[config.mk]
export PLATFORM = sky130hd
export DESIGN_NAME = door_motor_sequencer_with_toggle_trigger
export DESIGN_NICKNAME = d
export VERILOG_FILES = /design/src/rtl/dmst_pkg.sv /design/src/rtl/dmst_step.sv /design/src/rtl/door_motor_sequencer_with_toggle_trigger.sv
export SDC_FILE = /design/constraint.sdc
export NUM_CORES = 1
export LEC_CHECK = 0
export BUFFER_PORTS_ARGS = -buffer_cell sky130_fd_sc_hd__clkbuf_2
export CAP_MARGIN = 15
export CORE_UTILIZATION = 55
export CTS_CLUSTER_SIZE = 20
export DETAILED_ROUTE_END_ITERATION = 16
export GPL_TIMING_DRIVEN = 1
export PLACE_DENSITY = 0.77
export SLEW_MARGIN = 20
export SYNTH_ARGS = -nofsm -noshare
export SYNTH_HDL_FRONTEND = slang
export SYNTH_SLANG_ARGS = --single-unit
[constraint.sdc]
create_clock -name clk -period 5.4 [get_ports clk]
set_input_delay 0.81 -clock clk [delete_from_list [all_inputs] [get_ports clk]]
set_output_delay 0.81 -clock clk [all_outputs]
set_load 0.05 [all_outputs]
[src/rtl/dmst_pkg.sv]
package dmst_pkg;

  typedef enum logic [1:0] {
    DRIVE_OFF = 2'd0,
    DRIVE_FWD = 2'd1,
    DRIVE_REV = 2'd2
  } drive_t;

  localparam logic [1:0] REG_TOGGLE_WINDOW  = 2'd0;
  localparam logic [1:0] REG_TOGGLES_NEEDED = 2'd1;
  localparam logic [1:0] REG_MOTOR_TIMEOUT  = 2'd2;

  localparam logic [7:0]  TOGGLE_WINDOW_RST  = 8'd10;
  localparam logic [3:0]  TOGGLES_NEEDED_RST = 4'd4;
  localparam logic [15:0] MOTOR_TIMEOUT_RST  = 16'd1000;
  localparam logic [15:0] RUN_TIME_MAX       = 16'hFFFF;

  typedef struct packed {
    logic [7:0]  toggle_window;
    logic [3:0]  toggles_needed;
    logic [15:0] motor_timeout;
  } cfg_t;

  typedef struct packed {
    logic        lever_state;
    logic [3:0]  edge_count;
    logic [7:0]  edge_timer;
    logic        run_active;
    logic        reversing;
    logic [15:0] run_time;
    logic        error_latched;
  } seq_state_t;

  typedef struct packed {
    logic lever;
    logic lim_rev;
    logic lim_stop;
    logic alarm;
  } tick_t;

  typedef struct packed {
    drive_t motor_drive;
    logic   door_busy;
    logic   fault;
    logic   lever_on;
  } result_t;

endpackage

[src/rtl/dmst_step.sv]
module dmst_step import dmst_pkg::*; (
  input  cfg_t       cfg,
  input  seq_state_t cur,
  input  tick_t      tick,
  output seq_state_t state_nxt,
  output result_t    res
);

  seq_state_t s;
  drive_t     drive;

  always_comb begin
    s     = cur;
    drive = DRIVE_OFF;
    if (s.error_latched) begin
      s.edge_count = '0;
      s.edge_timer = '0;
    end else begin
      if (tick.lever != s.lever_state) begin
        // a lever edge counts only inside the window since the last one
        if (s.edge_timer <= cfg.toggle_window) begin
          s.edge_count = s.edge_count + 4'd1;
          if (s.edge_count >= cfg.toggles_needed) begin
            s.edge_count = '0;
            s.run_active = 1'b1;
            s.reversing  = 1'b0;
            s.run_time   = '0;
          end
        end
        s.edge_timer = '0;
      end
      s.lever_state = tick.lever;

      if (s.edge_timer >= cfg.toggle_window) begin
        s.edge_count = '0;
      end
      if (s.edge_timer < cfg.toggle_window && s.edge_count != '0) begin
        s.edge_timer = s.edge_timer + 8'd1;
      end

      if (!s.run_active) begin
        // idle sleep: drop the edge timer
        if (!s.lever_state && s.edge_count == '0) begin
          s.edge_timer = '0;
        end
        if (tick.alarm) begin
          s.run_active = 1'b1;
          s.reversing  = 1'b0;
          s.run_time   = '0;
        end
      end else begin
        drive = s.reversing ? DRIVE_REV : DRIVE_FWD;
        if (tick.lim_rev) begin
          s.reversing = 1'b1;
        end
        if (tick.lim_stop && s.reversing) begin
          drive        = DRIVE_OFF;
          s.run_active = 1'b0;
          s.edge_count = '0;
          s.edge_timer = '0;
        end
        if (s.run_time != RUN_TIME_MAX) begin
          s.run_time = s.run_time + 16'd1;
        end
        if (s.run_active && s.run_time >= cfg.motor_timeout) begin
          s.error_latched = 1'b1;
          drive           = DRIVE_OFF;
          s.edge_count    = '0;
          s.edge_timer    = '0;
        end
      end
    end
  end

  assign state_nxt       = s;
  assign res.motor_drive = drive;
  assign res.door_busy   = s.run_active;
  assign res.fault       = s.error_latched;
  assign res.lever_on    = s.lever_state;

endmodule

[src/rtl/door_motor_sequencer_with_toggle_trigger.sv]
// Door motor sequencer, one item per 1 ms tick. An item is taken every clock
// cycle while in_stall is low; its result goes through the input register and
// then the result register, and a combinational state update between them
// keeps one item per cycle flowing when out_stall is low. Lever edges that
// come within toggle_window ticks of each other are counted; toggles_needed of
// them, or a due alarm while idle, start a run: forward until limit_reverse,
// then reverse until limit_stop. A run reaching motor_timeout ticks latches a
// fault that holds the motor off until reset. Write configuration only while
// no item is in flight; cfg_ready is always high and index 3 is ignored.
module door_motor_sequencer_with_toggle_trigger import dmst_pkg::*; (
  input  logic        clk,
  input  logic        rst_n,
  input  logic        in_valid,
  output logic        in_stall,
  input  logic        in_lever_level,
  input  logic        in_limit_reverse,
  input  logic        in_limit_stop,
  input  logic        in_alarm_due,
  output logic        out_valid,
  input  logic        out_stall,
  output logic [1:0]  out_motor_drive,
  output logic        out_door_busy,
  output logic        out_fault,
  output logic        out_lever_on,
  input  logic        cfg_valid,
  output logic        cfg_ready,
  input  logic [1:0]  cfg_index,
  input  logic [15:0] cfg_data
);

  logic       in_v_r;
  tick_t      tick_r;
  logic       out_v_r;
  result_t    res_r;
  seq_state_t state_r;
  seq_state_t state_nxt;
  result_t    res_nxt;
  cfg_t       cfg_r;
  logic       adv;
  logic       in_take;

  assign adv      = in_v_r && (!out_v_r || !out_stall);
  assign in_stall = in_v_r && !adv;
  assign in_take  = in_valid && !in_stall;

  dmst_step u_step (
    .cfg       (cfg_r),
    .cur       (state_r),
    .tick      (tick_r),
    .state_nxt (state_nxt),
    .res       (res_nxt)
  );

  always_ff @(posedge clk) begin
    if (!rst_n) begin
      in_v_r                <= 1'b0;
      out_v_r               <= 1'b0;
      state_r.lever_state   <= 1'b0;
      state_r.edge_count    <= '0;
      state_r.edge_timer    <= TOGGLE_WINDOW_RST;
      state_r.run_active    <= 1'b0;
      state_r.reversing     <= 1'b0;
      state_r.run_time      <= '0;
      state_r.error_latched <= 1'b0;
      cfg_r.toggle_window   <= TOGGLE_WINDOW_RST;
      cfg_r.toggles_needed  <= TOGGLES_NEEDED_RST;
      cfg_r.motor_timeout   <= MOTOR_TIMEOUT_RST;
    end else begin
      in_v_r <= in_take || (in_v_r && !adv);
      if (adv) begin
        state_r <= state_nxt;
        out_v_r <= 1'b1;
      end else if (out_v_r && !out_stall) begin
        out_v_r <= 1'b0;
      end
      if (cfg_valid) begin
        case (cfg_index)
          REG_TOGGLE_WINDOW:  cfg_r.toggle_window  <= cfg_data[7:0];
          REG_TOGGLES_NEEDED: cfg_r.toggles_needed <= cfg_data[3:0];
          REG_MOTOR_TIMEOUT:  cfg_r.motor_timeout  <= cfg_data;
          default: ;
        endcase
      end
    end
  end

  // payload registers: no reset
  always_ff @(posedge clk) begin
    if (in_take) begin
      tick_r.lever    <= in_lever_level;
      tick_r.lim_rev  <= in_limit_reverse;
      tick_r.lim_stop <= in_limit_stop;
      tick_r.alarm    <= in_alarm_due;
    end
    if (adv) begin
      res_r <= res_nxt;
    end
  end

  assign cfg_ready       = 1'b1;
  assign out_valid       = out_v_r;
  assign out_motor_drive = res_r.motor_drive;
  assign out_door_busy   = res_r.door_busy;
  assign out_fault       = res_r.fault;
  assign out_lever_on    = res_r.lever_on;

endmodule

* Word-level counts from Yosys, hierarchy flattened
Cells that the tools add are included.
** Operators by class
- Bitwise gates (word level) :: 2
- Reductions and logical operators :: 24
- Equality and inequality tests :: 4
- Add/subtract/negate cells :: 3
- Magnitude comparators :: 5
- Muxes and demuxes :: 31
** Operators with widths (count)
- $mux W30 :: 2
- $mux W18 :: 3
- $mux W16 :: 3
- $mux W13 :: 3
- $mux W26 :: 1
- $mux W12 :: 2
- $mux W4 :: 5
- $mux W19 :: 1
- $add A16 B1 Y16 const B :: 1
- $ge A16 B16 Y1 :: 1
- $mux W8 :: 2
- $ne A16 B16 Y1 const B :: 1
- $add A8 B1 Y8 const B :: 1
- $ge A8 B8 Y1 :: 1
- $le A8 B8 Y1 :: 1
- $logic_and A1 B1 Y1 :: 8
- $lt A8 B8 Y1 :: 1
- $mux W1 :: 8
- $reduce_and A2 Y1 :: 4
- $logic_not A1 Y1 :: 5
- $add A4 B1 Y4 const B :: 1
- $ge A4 B4 Y1 :: 1
- $logic_not A4 Y1 :: 1
- $reduce_bool A4 Y1 :: 1
- other kinds (9) :: 11
** Word-level totals
- Flip-flop bits (word level) :: 71
- Input port bits :: 27
- Output and inout bits :: 8
- Logic and storage cells :: 89

* Logic depth before layout (Yosys ltp)
- Depth after elaboration :: 19
- Gate-level depth with buffers :: 30
- Gate-level depth less buffers :: 27

* Modules after synthesis
Synthesis repeated with hierarchy kept, for this count alone.
** Unflattened totals
- Cell total of the unflattened synthesis :: 672
- Area, all modules :: 5370.2 µm²
** By module, submodules not included
- door_motor_sequencer_with_toggle_trigger :: area an instance 2849.0 µm², instances 1, cells an instance 279, sequential area each 1511.4 µm²
- dmst_step :: area an instance 2521.2 µm², instances 1, cells an instance 393, sequential area each 0.0 µm²

* Worst setup path after synthesis
Ideal clock, no wire load.
- Path type :: reg2reg
- From :: reg state_r[27] (netlist name)
- To :: reg state_r[21] (netlist name)
- Period minus slack after synthesis :: 5.974 ns
- Stages on the path, launching flop included :: 29
- Arrival :: 5.899 ns
- Data required time :: 5.326 ns
- Setup slack :: -0.574 ns
- Setup time :: 0.074 ns
- Buffers on the path :: 3
- Cells stage by stage :: dfxtp_1 -> ha_1 -> xor2_1 -> ha_1 -> or2_2 -> a21oi_1 -> or3_4 -> or3_1 -> buf_4 -> clkbuf_1 -> and2_1 -> ha_1 -> clkbuf_1 -> nand2_1 -> or4_1 -> and3_1 -> and2_1 -> and3_4 -> xnor2_1 -> ha_1 -> and3_1 -> a221oi_1 -> o21ai_0 -> a31o_2 -> nand2b_1 -> a21oi_2 -> o311ai_2 -> a211o_1 -> a31oi_1
** Between the ends
- Longest elaborated chain between the ends :: 17
- Elaborated cells on any way between the ends :: 33
- Classes of those cells :: add/sub (2); order compare (2); eq/ne (1); mux (22); reduce/logical (6)
** RTL lines
- from (decl) :: line door_motor_sequencer_with_toggle_trigger.sv:35 : seq_state_t state_r;
- from (signal assigned) :: line door_motor_sequencer_with_toggle_trigger.sv:71 : state_r <= state_nxt;
- $add A4 B1 Y4 :: line dmst_step.sv:22 : s.edge_count = s.edge_count + 4'd1;
- $ge A4 B4 Y1 :: line dmst_step.sv:23 : if (s.edge_count >= cfg.toggles_needed) begin
- $mux W4 / $mux W18 (equally long branches) :: line dmst_step.sv:23
- $mux W4 / $mux W18 (equally long branches) :: line dmst_step.sv:21 : if (s.edge_timer <= cfg.toggle_window) begin
- $mux W30 * :: line dmst_step.sv:19 : if (tick.lever != s.lever_state) begin
- $mux W30 * :: line dmst_step.sv:15 : if (s.error_latched) begin
- branches (longest 9 deep; another with $add A16 B1 Y16)
- $mux W26 * :: line dmst_step.sv:41 : if (!s.run_active) begin
- $mux W12 * :: line dmst_step.sv:15
Every way passes the cells marked *. The select of a mux whose other input is x is not followed.
A chain may end at the register's enable or synchronous reset.

* Worst setup path in the final report
Same ends and word-level chain as after synthesis.

==> impl_metrics.tcl <==
set metrics [dict create \
    place_congestion 0.969 \
    ys_types 67 \
    num_antenna_cells 0 \
    ys.flop_type "dfxtp_1" \
    crit_chain "nand3_1, xnor2_2, ha_2, a2111oi_4, or3_4, or3_4, and2_4, ha_4, nand2_4, or4_4, nand4_4, nor3_4, nand3_2, xor2_2, ha_1, a21o_1, a21o_1, a221o_1, a31o_2, nand2b_4, a21oi_4, o311ai_4, a211o_1, a31oi_1" \
    cts_made_buffers 9 \
    grt_max_degree 29 \
    postCtsHoldBufs 0 \
    switchingPower_mw 0.361 \
    antenna_found_initial 0 \
    power_frac_clock 0.381 \
    cp_slowest_cell "dfxtp_4" \
    pre_cts_slack_ns -0.0826 \
    fp.dieH_um 92.0 \
    htree_levels 3 \
    yosysWarnings 0 \
    drc 0 \
    min_period_ns 5.30 \
    grtUsageMet3 0.0373 \
    async_flop_share 0 \
    dp_hpwl_mm 8.07 \
    area_growth_pct 19.4 \
    grt.busiest_layer "met2" \
    dp.cells 666 \
    globalRoute.totalOverflow 0 \
    reg2reg_depth 24 \
    firstDrtPassIters 5 \
    finalHoldViolCount 0 \
    required_ns 5.69 \
    cpPeakStageDelay_ns 0.39 \
    grtUsageMet2 0.461 \
    netlist_area_um2 4460 \
    path_class "reg -> reg" \
    core_um2 7770 \
    synthDominantAreaCellType "dfxtp_1" \
    relSlewSlack 0.291 \
    final_antenna_net_count 0 \
    grt_use_met1 0.342 \
    fmax_ghz 0.189 \
    num_vias 4136 \
    cp.arrival_ns 5.59 \
    die_x_um 92.0 \
    cts_tree "yes" \
    peakVddDrop_mv 0.157 \
    final_layout_size_suffix_gt1_frac 0.210 \
    worstPathMaxFanout 6 \
    ys_seq_elements 71 \
    hold_path_class "reg -> reg" \
    synth.area.top_cells "dfxtp_1, ha_1, nand2_1" \
    grt_pass1_vias 3761 \
    p_leak_nw 2.30 \
    nets 655 \
    dr.first_iter.drc_count 235 \
    p_comb_frac 0.164 \
    switching_share 0.293 \
    clkSlewWorstSetupHoldPaths_ns 0.08 \
    yosys.cell_count.top_type "nand2_1" \
    synth_edf_count 9 \
    period_share 0.982 \
    clock_latency_ns 0.35 \
    wl_per_cell_um 16.4 \
    fin_ws_ns 0.0994 \
    stdcell_count 696 \
    via_per_inst 5.94 \
    synth.yosys.seq_area_share 0.339 \
    die-area_um2 8470 \
    whs_path_depth 2 \
    start_kind "flip-flop" \
    cts-root-buf "clkbuf_8" \
    internal_power_mw 0.871 \
    powerDensity_nw_per_um2 232 \
    setup_viol 0 \
    tightest_slew_ns 1.05 \
    ys_top_cells_by_count "nand2_1, dfxtp_1, nor2_1" \
    grt_pass1_wl_mm 18.1 \
    post_dp_cell_area_um2 4830 \
    fin_skew_ns 0.00979 \
    synth_area_per_cell_um2 8.27 \
    drv_slew 0 \
    synth_nets 605 \
    status "finished clean" \
    portBuffers 33 \
    drt_wl_total_mm 11.4 \
    stdcell_area_um2 5320 \
    synth_top_area_frac 0.278 \
    rows 32 \
    cap_violations 0 \
    syn-instance-count 539 \
    power_frac_seq 0.455 \
    clock_path_buffers 2 \
    io_pins 35 \
    cp-end-kind "flip-flop" \
    cts.sinks 71 \
    grtUsageTotal 0.269 \
    start_util 0.574 \
]
-- worst paths after layout --
path,start,end,slack (ns)
setup / recovery,state_r[27],state_r[21],0.1
hold / removal,cfg_r[2],cfg_r[2],0.46
setup reg to reg,state_r[27],state_r[21],0.1
hold reg to reg,cfg_r[2],cfg_r[2],0.46
-- metal layers --
| metal | up-vias | routed length [um] | share of wire |
|---|---|---|---|
| li1 | 2025 | - | - |
| met1 | 1966 | 5060 | 0.44 |
| met2 | 127 | 5670 | 0.50 |
| met3 | 18 | 493 | 0.043 |
| met4 | 0 | 189 | 0.017 |
| met5 | - | 0 | 0 |
-- layout by cell type, fill, tap and decap left out, types with 4 or more instances in the layout --
cell type and count:
a21oi_1 30, clkbuf_8 9, o31ai_1 6, o21ai_1 5
xor2_1 5, o21ai_0 21, ha_1 35, edfxtp_1 9
a21o_1 7, a32o_1 5, inv_1 38, a31oi_1 4
nor2b_1 5, buf_4 24, dfxtp_1 59, and2_1 7
nor3_1 7, a22o_1 6, clkbuf_2 33, o211ai_1 13
nand4_1 8, mux2i_1 7, nand2_1 79, and3_4 4
xnor2_1 7, nand3_1 21, nand2b_1 4, nor2_1 41
and3_1 7
-- worst max-delay path: cells and delay by family, from the launching register on --
family / cells / cell delay, ns
flops: 1 / 0.39
simple gates: 10 / 1.94
compound gates: 9 / 1.79
xor+xnor: 2 / 0.41
fa+ha+maj: 3 / 0.71
-- metrics by stage --
stage               power, mW  setup TNS (ns)  hold slack [ns]  utilization
floorplan               0.707               0            0.436            -
global route             1.27          -0.319            0.484        0.685
CTS                      1.22               0            0.460        0.655
finish                   1.23               0            0.460        0.685
detailed placement      0.757          -0.272            0.448        0.622
global placement        0.753               0            0.443        0.622
-- flip-flops by register name, summed over array words and instances (netlist names) --
register and cells:
cfg_r 28, in_v_r 1, out_door_busy 1, out_fault 1, out_lever_on 1, tick_r 4
out_motor_drive 2, out_valid 1, state_r 32
-- repair_timing --
item                       in CTS  in global routing
setup endpoints to repair       8                 12
gates resized for setup         4                 25
pin swaps                       1                 17
hold endpoints to repair        0                  0
gates cloned                    0                  0
buffers inserted                1                 13
-- power by group through the flow --
stage          sequential (mW)  clock (mW)  combinational, mW
3_3_place_gp             0.574           0              0.179
5_1_grt                  0.563       0.492              0.219
6_report                 0.561       0.469              0.202
3_5_place_dp             0.574           0              0.182
4_1_cts                  0.562       0.471              0.186
2_1_floorplan            0.578           0              0.129
-- cells by family after synthesis --
family	share of synthesized area
and+or+nand+nor	0.239
AOI/OAI and AO/OA	0.203
DFF	0.339
buffers and inverters	0.0513
adders and majority gates	0.109
xor gates and xnor gates	0.0334
muxes	0.0233
other	0.000841
-- layout make-up --
type	count	area, um2
fillers	648	2440
flip-flops and latches	71	1520
clock inverters	5	62.6
clock buffers	11	153
repair buffers	58	365
well taps	102	128
multi-input cells	410	2950
inverters	39	146
Note: power is estimated with default switching activity, not from simulation.
